==> config.mk <==
export PLATFORM = sky130hd
export DESIGN_NAME = hsvgc_div
export DESIGN_NICKNAME = d
export VERILOG_FILES = /design/src/sv/hsvgc_pkg.sv /design/src/sv/hsvgc_div.sv
export SDC_FILE = /design/constraint.sdc
export NUM_CORES = 1
export LEC_CHECK = 0
export CAP_MARGIN = 20
export CORE_UTILIZATION = 55
export CTS_BUF_LIST = sky130_fd_sc_hd__clkbuf_4
export CTS_CLUSTER_SIZE = 30
export DETAILED_ROUTE_END_ITERATION = 16
export DONT_BUFFER_PORTS = 1
export GPL_ROUTABILITY_DRIVEN = 0
export GPL_TIMING_DRIVEN = 0
export PLACE_DENSITY = 0.71
export SLEW_MARGIN = 20
export SYNTH_ARGS = -nofsm -noshare
export SYNTH_HDL_FRONTEND = slang
export SYNTH_SLANG_ARGS = --single-unit
==> constraint.sdc <==
create_clock -name clk -period 12.33 [get_ports clk]
set_input_delay 0.6165 -clock clk [delete_from_list [all_inputs] [get_ports clk]]
set_output_delay 0.6165 -clock clk [all_outputs]
set_load 0.05 [all_outputs]
==> src/sv/hsvgc_pkg.sv <==
// Shared widths, constants, types and arithmetic helpers of the HSV gradient color unit.
`default_nettype none

package hsvgc_pkg;

  // Field and register widths.
  localparam int HUE_W        = 9;
  localparam int UNIT_REG_W   = 9;
  localparam int STEPS_W      = 12;
  localparam int POS_W        = 12;
  localparam int COLOR_W      = 8;
  localparam int CFG_INDEX_W  = 3;
  localparam int CFG_DATA_W   = 12;
  localparam int FRAC_BITS    = 8;

  // Interpolation and division.
  localparam int PROD_W       = HUE_W + STEPS_W;
  localparam int DIVIDEND_W   = PROD_W;
  localparam int QUOT_W       = HUE_W + FRAC_BITS;
  localparam int DIV_STAGES   = 6;
  localparam int DIV_STEPS_PER_STAGE = 3;
  localparam int DIV_STEPS    = DIV_STAGES * DIV_STEPS_PER_STAGE;

  // Color conversion.
  localparam int SECTOR_Q8_INT = 15360;
  localparam int REM_W        = 14;
  localparam int MAX_SECT_IDX = ((1 << HUE_W) - 1) * (1 << FRAC_BITS) / SECTOR_Q8_INT;
  localparam int SECT_IDX_W   = $clog2(MAX_SECT_IDX + 1);
  localparam int SECTOR_COUNT = 6;
  localparam int FRAC16       = 16;
  localparam int VS_W         = 2 * QUOT_W;
  localparam int MQ_W         = REM_W + QUOT_W;
  localparam int W_W          = 30;
  localparam int P_W          = QUOT_W + W_W;
  localparam int CV_W         = QUOT_W + COLOR_W;
  localparam int CP_W         = VS_W + COLOR_W;
  localparam int YP_W         = P_W + COLOR_W;
  localparam int Y_SHIFT      = 42;
  localparam int Y_W          = 12;
  localparam int RECIP_W      = 13;
  localparam int CQ_PROD_W    = Y_W + RECIP_W;

  localparam logic [UNIT_REG_W-1:0] UNIT_REG   = 9'd256;
  localparam logic [QUOT_W-1:0]     UNIT_Q16   = 17'd65536;
  localparam logic [REM_W-1:0]      SECTOR_Q8  = 14'd15360;
  localparam logic [COLOR_W-1:0]    FULL_SCALE = 8'd255;
  localparam logic [MQ_W-1:0]       FULL_Q     = 31'd1006632960;
  localparam logic [RECIP_W-1:0]    RECIP15    = 13'd4370;

  // Pipeline stage positions.
  localparam int ST_IN      = 0;
  localparam int ST_MUL     = 1;
  localparam int ST_SUM     = 2;
  localparam int ST_DIV0    = 3;
  localparam int ST_SEL     = ST_DIV0 + DIV_STAGES;
  localparam int ST_SECT    = ST_SEL + 1;
  localparam int ST_MQ      = ST_SECT + 1;
  localparam int ST_W       = ST_MQ + 1;
  localparam int ST_P       = ST_W + 1;
  localparam int ST_Y       = ST_P + 1;
  localparam int ST_OUT     = ST_Y + 1;
  localparam int NUM_STAGES = ST_OUT + 1;

  // Reset values of the registers.
  localparam logic [HUE_W-1:0]      RST_START_HUE = 9'd0;
  localparam logic [HUE_W-1:0]      RST_END_HUE   = 9'd245;
  localparam logic [UNIT_REG_W-1:0] RST_UNIT      = 9'd256;
  localparam logic [STEPS_W-1:0]    RST_STEPS     = 12'd300;

  typedef enum logic [CFG_INDEX_W-1:0] {
    REG_START_HUE        = 3'd0,
    REG_START_SATURATION = 3'd1,
    REG_START_VALUE      = 3'd2,
    REG_END_HUE          = 3'd3,
    REG_END_SATURATION   = 3'd4,
    REG_END_VALUE        = 3'd5,
    REG_GRADIENT_STEPS   = 3'd6
  } cfg_reg_t;

  typedef enum logic [2:0] {
    SEC_RED_YELLOW     = 3'd0,
    SEC_YELLOW_GREEN   = 3'd1,
    SEC_GREEN_CYAN     = 3'd2,
    SEC_CYAN_BLUE      = 3'd3,
    SEC_BLUE_MAGENTA   = 3'd4,
    SEC_MAGENTA_RED    = 3'd5
  } sector_t;

  // Working state of the restoring divider: partial remainder and a shift
  // register that starts as the low dividend bits and ends as the quotient.
  typedef struct packed {
    logic [STEPS_W-1:0]   rem;
    logic [DIV_STEPS-1:0] acc;
  } div_state_t;

  function automatic logic [UNIT_REG_W-1:0] clamp_unit(input logic [UNIT_REG_W-1:0] x);
    return (x > UNIT_REG) ? UNIT_REG : x;
  endfunction

  // The dividend is x scaled by 2^FRAC_BITS; its top bits always stay below
  // the divisor, so they seed the remainder directly.
  function automatic div_state_t div_init(input logic [DIVIDEND_W-1:0] x);
    logic [DIVIDEND_W+FRAC_BITS-1:0] d;
    div_state_t st;
    d = {x, {FRAC_BITS{1'b0}}};
    st.rem = STEPS_W'(d[DIVIDEND_W+FRAC_BITS-1:DIV_STEPS]);
    st.acc = d[DIV_STEPS-1:0];
    return st;
  endfunction

  function automatic div_state_t div_step(input div_state_t cur,
                                          input logic [STEPS_W-1:0] n);
    logic [STEPS_W:0] trial;
    div_state_t st;
    trial  = {cur.rem, cur.acc[DIV_STEPS-1]};
    st.acc = {cur.acc[DIV_STEPS-2:0], 1'b0};
    if (trial >= {1'b0, n}) begin
      trial     = trial - {1'b0, n};
      st.acc[0] = 1'b1;
    end
    st.rem = trial[STEPS_W-1:0];
    return st;
  endfunction

  // Number of whole 60 degree sectors in a hue, before wrapping.
  function automatic logic [SECT_IDX_W-1:0] sector_index(input logic [QUOT_W-1:0] h8);
    logic [SECT_IDX_W-1:0] k;
    k = '0;
    for (int i = 1; i <= MAX_SECT_IDX; i++) begin
      if (h8 >= QUOT_W'(i) * QUOT_W'(SECTOR_Q8)) k = SECT_IDX_W'(i);
    end
    return k;
  endfunction

endpackage

`default_nettype wire

==> src/sv/hsvgc_div.sv <==
// Pipelined restoring divider lane: scaled dividend over the step count.
`default_nettype none

module hsvgc_div (
  input  logic                                clk,
  input  logic [hsvgc_pkg::DIV_STAGES-1:0]    load,
  input  logic [hsvgc_pkg::DIVIDEND_W-1:0]    dividend,
  input  logic [hsvgc_pkg::STEPS_W-1:0]       divisor,
  output logic [hsvgc_pkg::QUOT_W-1:0]        quotient
);
  import hsvgc_pkg::*;

  div_state_t stage_in [DIV_STAGES];
  div_state_t stage_d  [DIV_STAGES];
  div_state_t stage_q  [DIV_STAGES];

  always_comb begin
    stage_in[0] = div_init(dividend);
    for (int s = 1; s < DIV_STAGES; s++) stage_in[s] = stage_q[s-1];
  end

  // Each stage retires a few quotient bits.
  always_comb begin
    for (int s = 0; s < DIV_STAGES; s++) begin
      stage_d[s] = stage_in[s];
      for (int i = 0; i < DIV_STEPS_PER_STAGE; i++) begin
        stage_d[s] = div_step(stage_d[s], divisor);
      end
    end
  end

  always_ff @(posedge clk) begin
    for (int s = 0; s < DIV_STAGES; s++) begin
      if (load[s]) stage_q[s] <= stage_d[s];
    end
  end

  assign quotient = stage_q[DIV_STAGES-1].acc[QUOT_W-1:0];

endmodule

`default_nettype wire

# Yosys cells after proc, flatten, opt, wreduce, memory -nomap -nowiden
# Memories as Yosys holds them, arrays and structs flattened.
# Index checks and enable logic that the tools add are counted.
word_totals:
  memories: 1
  input_bits: 40
  ram_bits: 180
  reg_bits: 0
classes:
  add_sub_neg: 18
  order_cmp: 18
  muxes: 48
memory_table:
  columns: ["name", "words", "width", "read_ports", "rd_clocked_by_memory_dff", "write_ports", "line_no", "text"]
  rows:
  - ["stage_q", 6, 30, 6, 0, 6, "hsvgc_div.sv:15", "div_state_t stage_q [DIV_STAGES];"]
ops:
  columns: ["op", "n"]
  rows:
  - ["$ge 13x12->1", 17]
  - ["$mux 12", 18]
  - ["$sub 12x12->12", 18]
  - ["$mux 1", 30]
  - ["$ge 12x12->1", 1]

# Depth between registers and ports, before layout
# Gate-level depths: netlist (run 1).
# An unclocked memory read counts as a cell.
logic_depth:
  ltp_word: 7
  ltp_mapped: 34

# Least setup slack after synthesis (run 1)
# OpenSTA, ideal clock, no wires.
synth_timing:
  kind: "input-to-reg"
  from: "input divisor[1] (netlist name)"
  to: "memory stage_q[1][22] (netlist name), data pin"
  t_arrival_ns: 7.795
  n_path_buf: 3
  path_slack_ns: 4.275
  t_required_ns: 12.070
  stages: 31
  setup_ns: 0.260
  path_cell_list: "inv_1 -> ha_1 -> nor2b_1 -> o31a_1 -> o311ai_4 -> nand3_1 -> a21oi_4 -> clkbuf_1 -> mux2_2 -> inv_1 -> ha_1 -> nor2b_1 -> o21bai_1 -> nand2_1 -> a31oi_1 -> o21a_1 -> o31ai_1 -> nor2_2 -> buf_2 -> mux2i_1 -> ha_1 -> nor2b_1 -> o21bai_1 -> a21oi_1 -> o41ai_1 -> o22ai_1 -> o31a_1 -> nor3_1 -> mux2i_2 -> buf_4 -> mux2_2"
synth_rtl:
  columns: ["item", "line_no", "text"]
  rows:
  - ["start: declaration", "hsvgc_div.sv:8", "input logic [hsvgc_pkg::STEPS_W-1:0] divisor,"]
  - ["end: declaration", "hsvgc_div.sv:15", null]

==> flow_summary_export.csv, run 1 <==
group,metric,value,unit
final_layout,area_growth,5.20,%
timing,finalHoldViolations,0,
clock_tree,clk_path_buf_depth,2,
place,place_ws,3090,ps
logic_synthesis,async_reset_ff_frac,0,
setup_path,required,12670,ps
place,portBuffers,0,
final_layout,layout_commonest_cell,"ha_1",
final_layout,layout-drive-gt1-share,0.116,
final_layout,utilization,0.593,
clock_tree,clock-sinks,129,
clock_tree,post_cts_resized,0,
floorplanning,fp.dieW,169,µm
timing,clock_skew,34.6,ps
clock_tree,htreeDepth,4,
logic_synthesis,yosysWarnings,0,
timing,rsz0062_at_grt,"no",
final_layout,nets,1937,
clock_tree,path_clk_slew,150,ps
final_layout,final_cell_mix,"211 x ha_1, 154 x a21oi_1, 129 x edfxtp_1, 116 x nor2_1, 109 x mux2_2",
global_routing,grtUsageTotal,0.264,
logic_synthesis,synth_nets,1914,
global_routing,grt_pass1_vias,12100,
clock_tree,cts_tree,"done",
clock_tree,post-cts-setup-buffers,0,
setup_path,path_max_fanout,18,
setup_path,crit_path_top_delay_cell,"inv_1",
logic_synthesis,avgSynthCellArea,9.26,µm²
place,detailed_place_hpwl,28.2,mm
timing,slew_headroom,0.302,
timing,worst_slew_pin_slew,1050,ps
timing,finalCritPeriodShare,0.718,
timing,setup_tns,0,ps
final_layout,largestRegisters,"stage_q: 129 flops",
global_routing,grt_max_degree,27,
setup_path,crit_path_end_kind,"flop",
logic_synthesis,synth_edf_count,129,
job,maxCapViolCount,0,
routing,avgRoutedWirePerCell,17.9,µm
timing,drv_slew,0,
routing,route.detailed.drc,0,
routing,routed_wl,36.9,mm
logic_synthesis,ys_seq_area_frac,0.254,
floorplanning,die_area,28400,µm²
hold_path,worstHoldPathType,"in2reg",
global_routing,grt_pass1_wl,60.1,mm
status,status,"complete, no violations",
floorplanning,ios,57,
routing,viasPerCell,6.16,
setup_path,start_kind,"primary input",
setup_path,crit_type,"in2reg",
floorplanning,die_y,169,µm
setup_path,crit_arrival,9190,ps
floorplanning,core-area,27100,µm²
clock_tree,clkLatencyLatePin,580,ps
routing,drt_iter0_markers,961,
final_layout,seqCellArea,3870,µm²
clock_tree,cts_root_buffer,"clkbuf_4",
routing,first_pass_iters,7,
final_layout,largest_reg_flops,129,
global_routing,grt-ovfl-total,0,
final_layout,fillers,2373,
logic_synthesis,synth-main-ff-cell,"edfxtp_1",
timing,setup-violations-final,0,
logic_synthesis,syn-cell-area,15300,µm²
setup_path,cp_slowest_stage_delay,670,ps
global_routing,antenna_found_initial,1,
final_layout,largest_register,"stage_q",
routing,ant_nets,0,
timing,fmax,0.113,GHz
floorplanning,std_cell_rows,60,
logic_synthesis,synth_cell_type_count,83,
logic_synthesis,postSynthCellCount,1650,
floorplanning,start_util,0.564,
timing,setup_slack,3480,ps
clock_tree,ctsHoldBuffers,0,
final_layout,multi_input_area,10800,µm²
logic_synthesis,synth_seq_cells,129,
timing,min_period,8850,ps
routing,vias,12700,
clock_tree,cts_buffers,17,
worst paths after layout:
check,cells past startpoint,endpoint,slack [ps],from
worst max register to register,29,stage_q[4][25]$_DFFE_PP_,3760,stage_q[3][21]$_DFFE_PP_
worst min-delay path,0,stage_q[3][25]$_DFFE_PP_,140,load[3]
worst max-delay path,30,stage_q[4][25]$_DFFE_PP_,3480,divisor[4]
worst min register to register,0,stage_q[2][6]$_DFFE_PP_,400,stage_q[1][3]$_DFFE_PP_
critical path: cells and delay by family:
family	cells	cell delay, ps
buffers and inverters	6	2230
AND/OR/NAND/NOR	6	1100
AO/OA/AOI/OAI	14	3990
multiplexers	1	320
adder cells (fa/ha/maj)	3	930
layer usage:
layer  wire length (µm)  vias to the layer above  global-route usage
li1                   -                     6286                   -
met1              17700                     6008               0.359
met2              16800                      337               0.439
met3               1770                       49              0.0372
met4                659                        0              0.0680
met5                  0                        -                   0
per-stage QoR:
stage               instance area [µm²]  hold slack, ps  cells
detailed placement                15800             405   2025
global placement                  15700             400   2022
CTS                               16100            99.5   2057
global route                      16100             108   2059
finish                            16100             135   2059
floorplan                         15300             400   1650
logic make-up after synthesis:
group                      after synthesis  synth area share
and+or+nand+nor                        396             0.129
buffers and inverters                  141            0.0372
adders and majority gates              224             0.190
DFF                                    129             0.254
muxes                                  136             0.101
AOI/OAI and AO/OA                      484             0.209
xor gates and xnor gates               140            0.0803
cell type report:
type                       count  share of cell area
multi-input combinational   1380               0.674
sequential                   129               0.241
tap                          372              0.0290
inverter                     113              0.0264
buffer                        28             0.00895
clock buffer                  19             0.00888
clock inverter                13             0.00662
timing repair buffer           4             0.00483
antenna                        1            0.000156
synthesized netlist by cell type, drive strengths merged, types with 6 or more instances:
cell / count / share of area
a21o: 48 / 0.024
xnor2: 95 / 0.054
o22ai: 11 / 0.0049
mux2: 118 / 0.089
and2: 9 / 0.0037
o31a: 11 / 0.0063
edfxtp: 129 / 0.25
nor4: 11 / 0.0049
fa: 13 / 0.017
or3: 6 / 0.0025
nand3b: 6 / 0.0029
clkbuf: 16 / 0.0039
mux2i: 18 / 0.012
o41ai: 8 / 0.0058
o211ai: 13 / 0.0070
o31ai: 11 / 0.0054
nor2b: 29 / 0.012
a2111oi: 6 / 0.0038
a211o: 10 / 0.0057
nor2: 117 / 0.029
inv: 113 / 0.028
nor3: 37 / 0.012
a21oi: 156 / 0.052
and3: 9 / 0.0037
o21bai: 22 / 0.011
a211oi: 14 / 0.0069
xor2: 45 / 0.026
nand2: 70 / 0.017
nand3: 37 / 0.012
o21a: 34 / 0.017
nand2b: 21 / 0.0086
a31oi: 11 / 0.0045
nand4: 24 / 0.0098
buf: 12 / 0.0055
ha: 211 / 0.17
o21ai: 87 / 0.029
a21boi: 7 / 0.0034
Power of run 1 is not shown: default switching activity piles up to over one toggle a cycle in this logic, so the estimate is an artifact.
==> run 2, diff against run 1 <==
clock period = 8.4 ns   (was 12.33 ns; I/O delays follow)
==> run 2 against run 1 <==
Critical path depth decreased by 1. Design area rose by 2.9%. Sequential cell count did not move. Worst setup slack worse by 3000 ps. Final cell count increased by 1.8%. Non-clock buffer count rose by 38. Sequential share of layout area is 0.68 points lower. Register-to-register slack worse by 3300 ps. Core utilization grew 1.7 points. Via count up 0.92%.
==> flow_summary_export.csv, run 2 (synthesis results as in run 1) <==
group,metric,value,unit
final_layout,largest_reg_flops,129,
global_routing,grt_pass1_wl,60.4,mm
routing,avgRoutedWirePerCell,17.8,µm
clock_tree,cts_root_buffer,"clkbuf_4",
setup_path,crit_type,"reg2reg",
floorplanning,die_y,169,µm
clock_tree,cts_buffers,17,
final_layout,largestRegisters,"stage_q: 129 flops",
timing,worst_slew_pin_slew,1070,ps
timing,drv_slew,0,
final_layout,final_cell_mix,"210 x ha_1, 153 x a21oi_1, 129 x edfxtp_1, 115 x nor2_1, 109 x mux2_2",
floorplanning,fp.dieW,169,µm
setup_path,crit_path_top_delay_cell,"edfxtp_1",
setup_path,r2r_cells,29,
setup_path,cp_num_buf_inv,3,
global_routing,grt-ovfl-total,0,
setup_path,required,8720,ps
setup_path,cp_slowest_stage_delay,460,ps
final_layout,largest_register,"stage_q",
floorplanning,core-area,27100,µm²
clock_tree,htreeDepth,4,
setup_path,start_kind,"flop",
timing,setup-violations-final,0,
timing,clock_skew,31.4,ps
status,status,"complete, no violations",
clock_tree,path_clk_slew,150,ps
final_layout,nets,1975,
place,detailed_place_hpwl,28.2,mm
final_layout,area_growth,8.25,%
place,place_ws,-648,ps
routing,route.detailed.drc,0,
hold_path,holdPathStages,1,
floorplanning,ios,57,
final_layout,layout-drive-gt1-share,0.138,
timing,min_period,7940,ps
routing,drt_iter0_markers,1031,
routing,vias,12800,
final_layout,fillers,2324,
clock_tree,cts_tree,"done",
setup_path,crit_arrival,8260,ps
routing,first_pass_iters,5,
setup_path,path_depth,29,
timing,finalHoldViolations,0,
setup_path,crit_path_end_kind,"flop",
final_layout,layout_commonest_cell,"ha_1",
timing,setup_slack,464,ps
final_layout,seqCellArea,3870,µm²
clock_tree,clock-sinks,129,
global_routing,antenna_found_initial,1,
routing,routed_wl,37.4,mm
floorplanning,start_util,0.564,
setup_path,crit_family,"compound AO/OA/AOI/OAI gates",
clock_tree,clk_path_buf_depth,2,
setup_path,path_max_fanout,17,
routing,viasPerCell,6.10,
timing,fmax,0.126,GHz
final_layout,utilization,0.610,
final_layout,multi_input_area,10900,µm²
job,maxCapViolCount,0,
routing,ant_nets,0,
floorplanning,die_area,28400,µm²
global_routing,grtUsageTotal,0.265,
place,portBuffers,0,
global_routing,grt_pass1_vias,12100,
hold_path,worstHoldPathType,"in2reg",
clock_tree,clkLatencyLatePin,580,ps
timing,finalCritPeriodShare,0.945,
floorplanning,std_cell_rows,60,
global_routing,grt_max_degree,27,
timing,slew_headroom,0.286,
[run 2: worst paths after layout]
check                                               from                  endpoint  slack (ps)
worst min-delay path                             load[4]  stage_q[4][29]$_DFFE_PP_         150
worst min register to register   stage_q[1][3]$_DFFE_PP_   stage_q[2][6]$_DFFE_PP_         400
worst max register to register  stage_q[0][18]$_DFFE_PP_  stage_q[1][24]$_DFFE_PP_         460
worst max-delay path            stage_q[0][18]$_DFFE_PP_  stage_q[1][24]$_DFFE_PP_         460
[run 2: cell type report]
cell class | count | share of cell area
well taps | 372 | 0.0281
clock buffers | 19 | 0.00863
repair buffers | 43 | 0.0300
flip-flops and latches | 129 | 0.234
clock inverters | 13 | 0.00643
inverters | 113 | 0.0270
multi-input cells | 1380 | 0.657
diodes | 1 | 0.000151
plain buffers | 27 | 0.00878
[run 2: metal layers]
metal	track usage	vias to the layer above	wire, µm
li1	-	6365	-
met3	0.0355	47	1710
met5	0	-	0
met1	0.361	6082	17900
met4	0.0680	0	643
met2	0.441	303	17100
[run 2: repair_timing]
item,CTS,global route
setup buffers,0,25
setup endpoints to repair,8,61
endpoints found under the hold margin,136,0
resized for setup,2,18
hold buffers,13,0
[run 2: stage by stage]
| step | area (µm²) | setup TNS [ps] | cells | hold slack (ps) |
|---|---|---|---|---|
| final | 16500 | 0 | 2097 | 146 |
| after detailed placement | 15800 | -23010 | 2025 | 405 |
| after global placement | 15700 | -35240 | 2022 | 400 |
| after global routing | 16500 | -21.4 | 2097 | 133 |
| after CTS | 16200 | 0 | 2070 | 120 |
| after floorplan | 15300 | 0 | 1650 | 400 |
Power of run 2 is left out for the same reason.
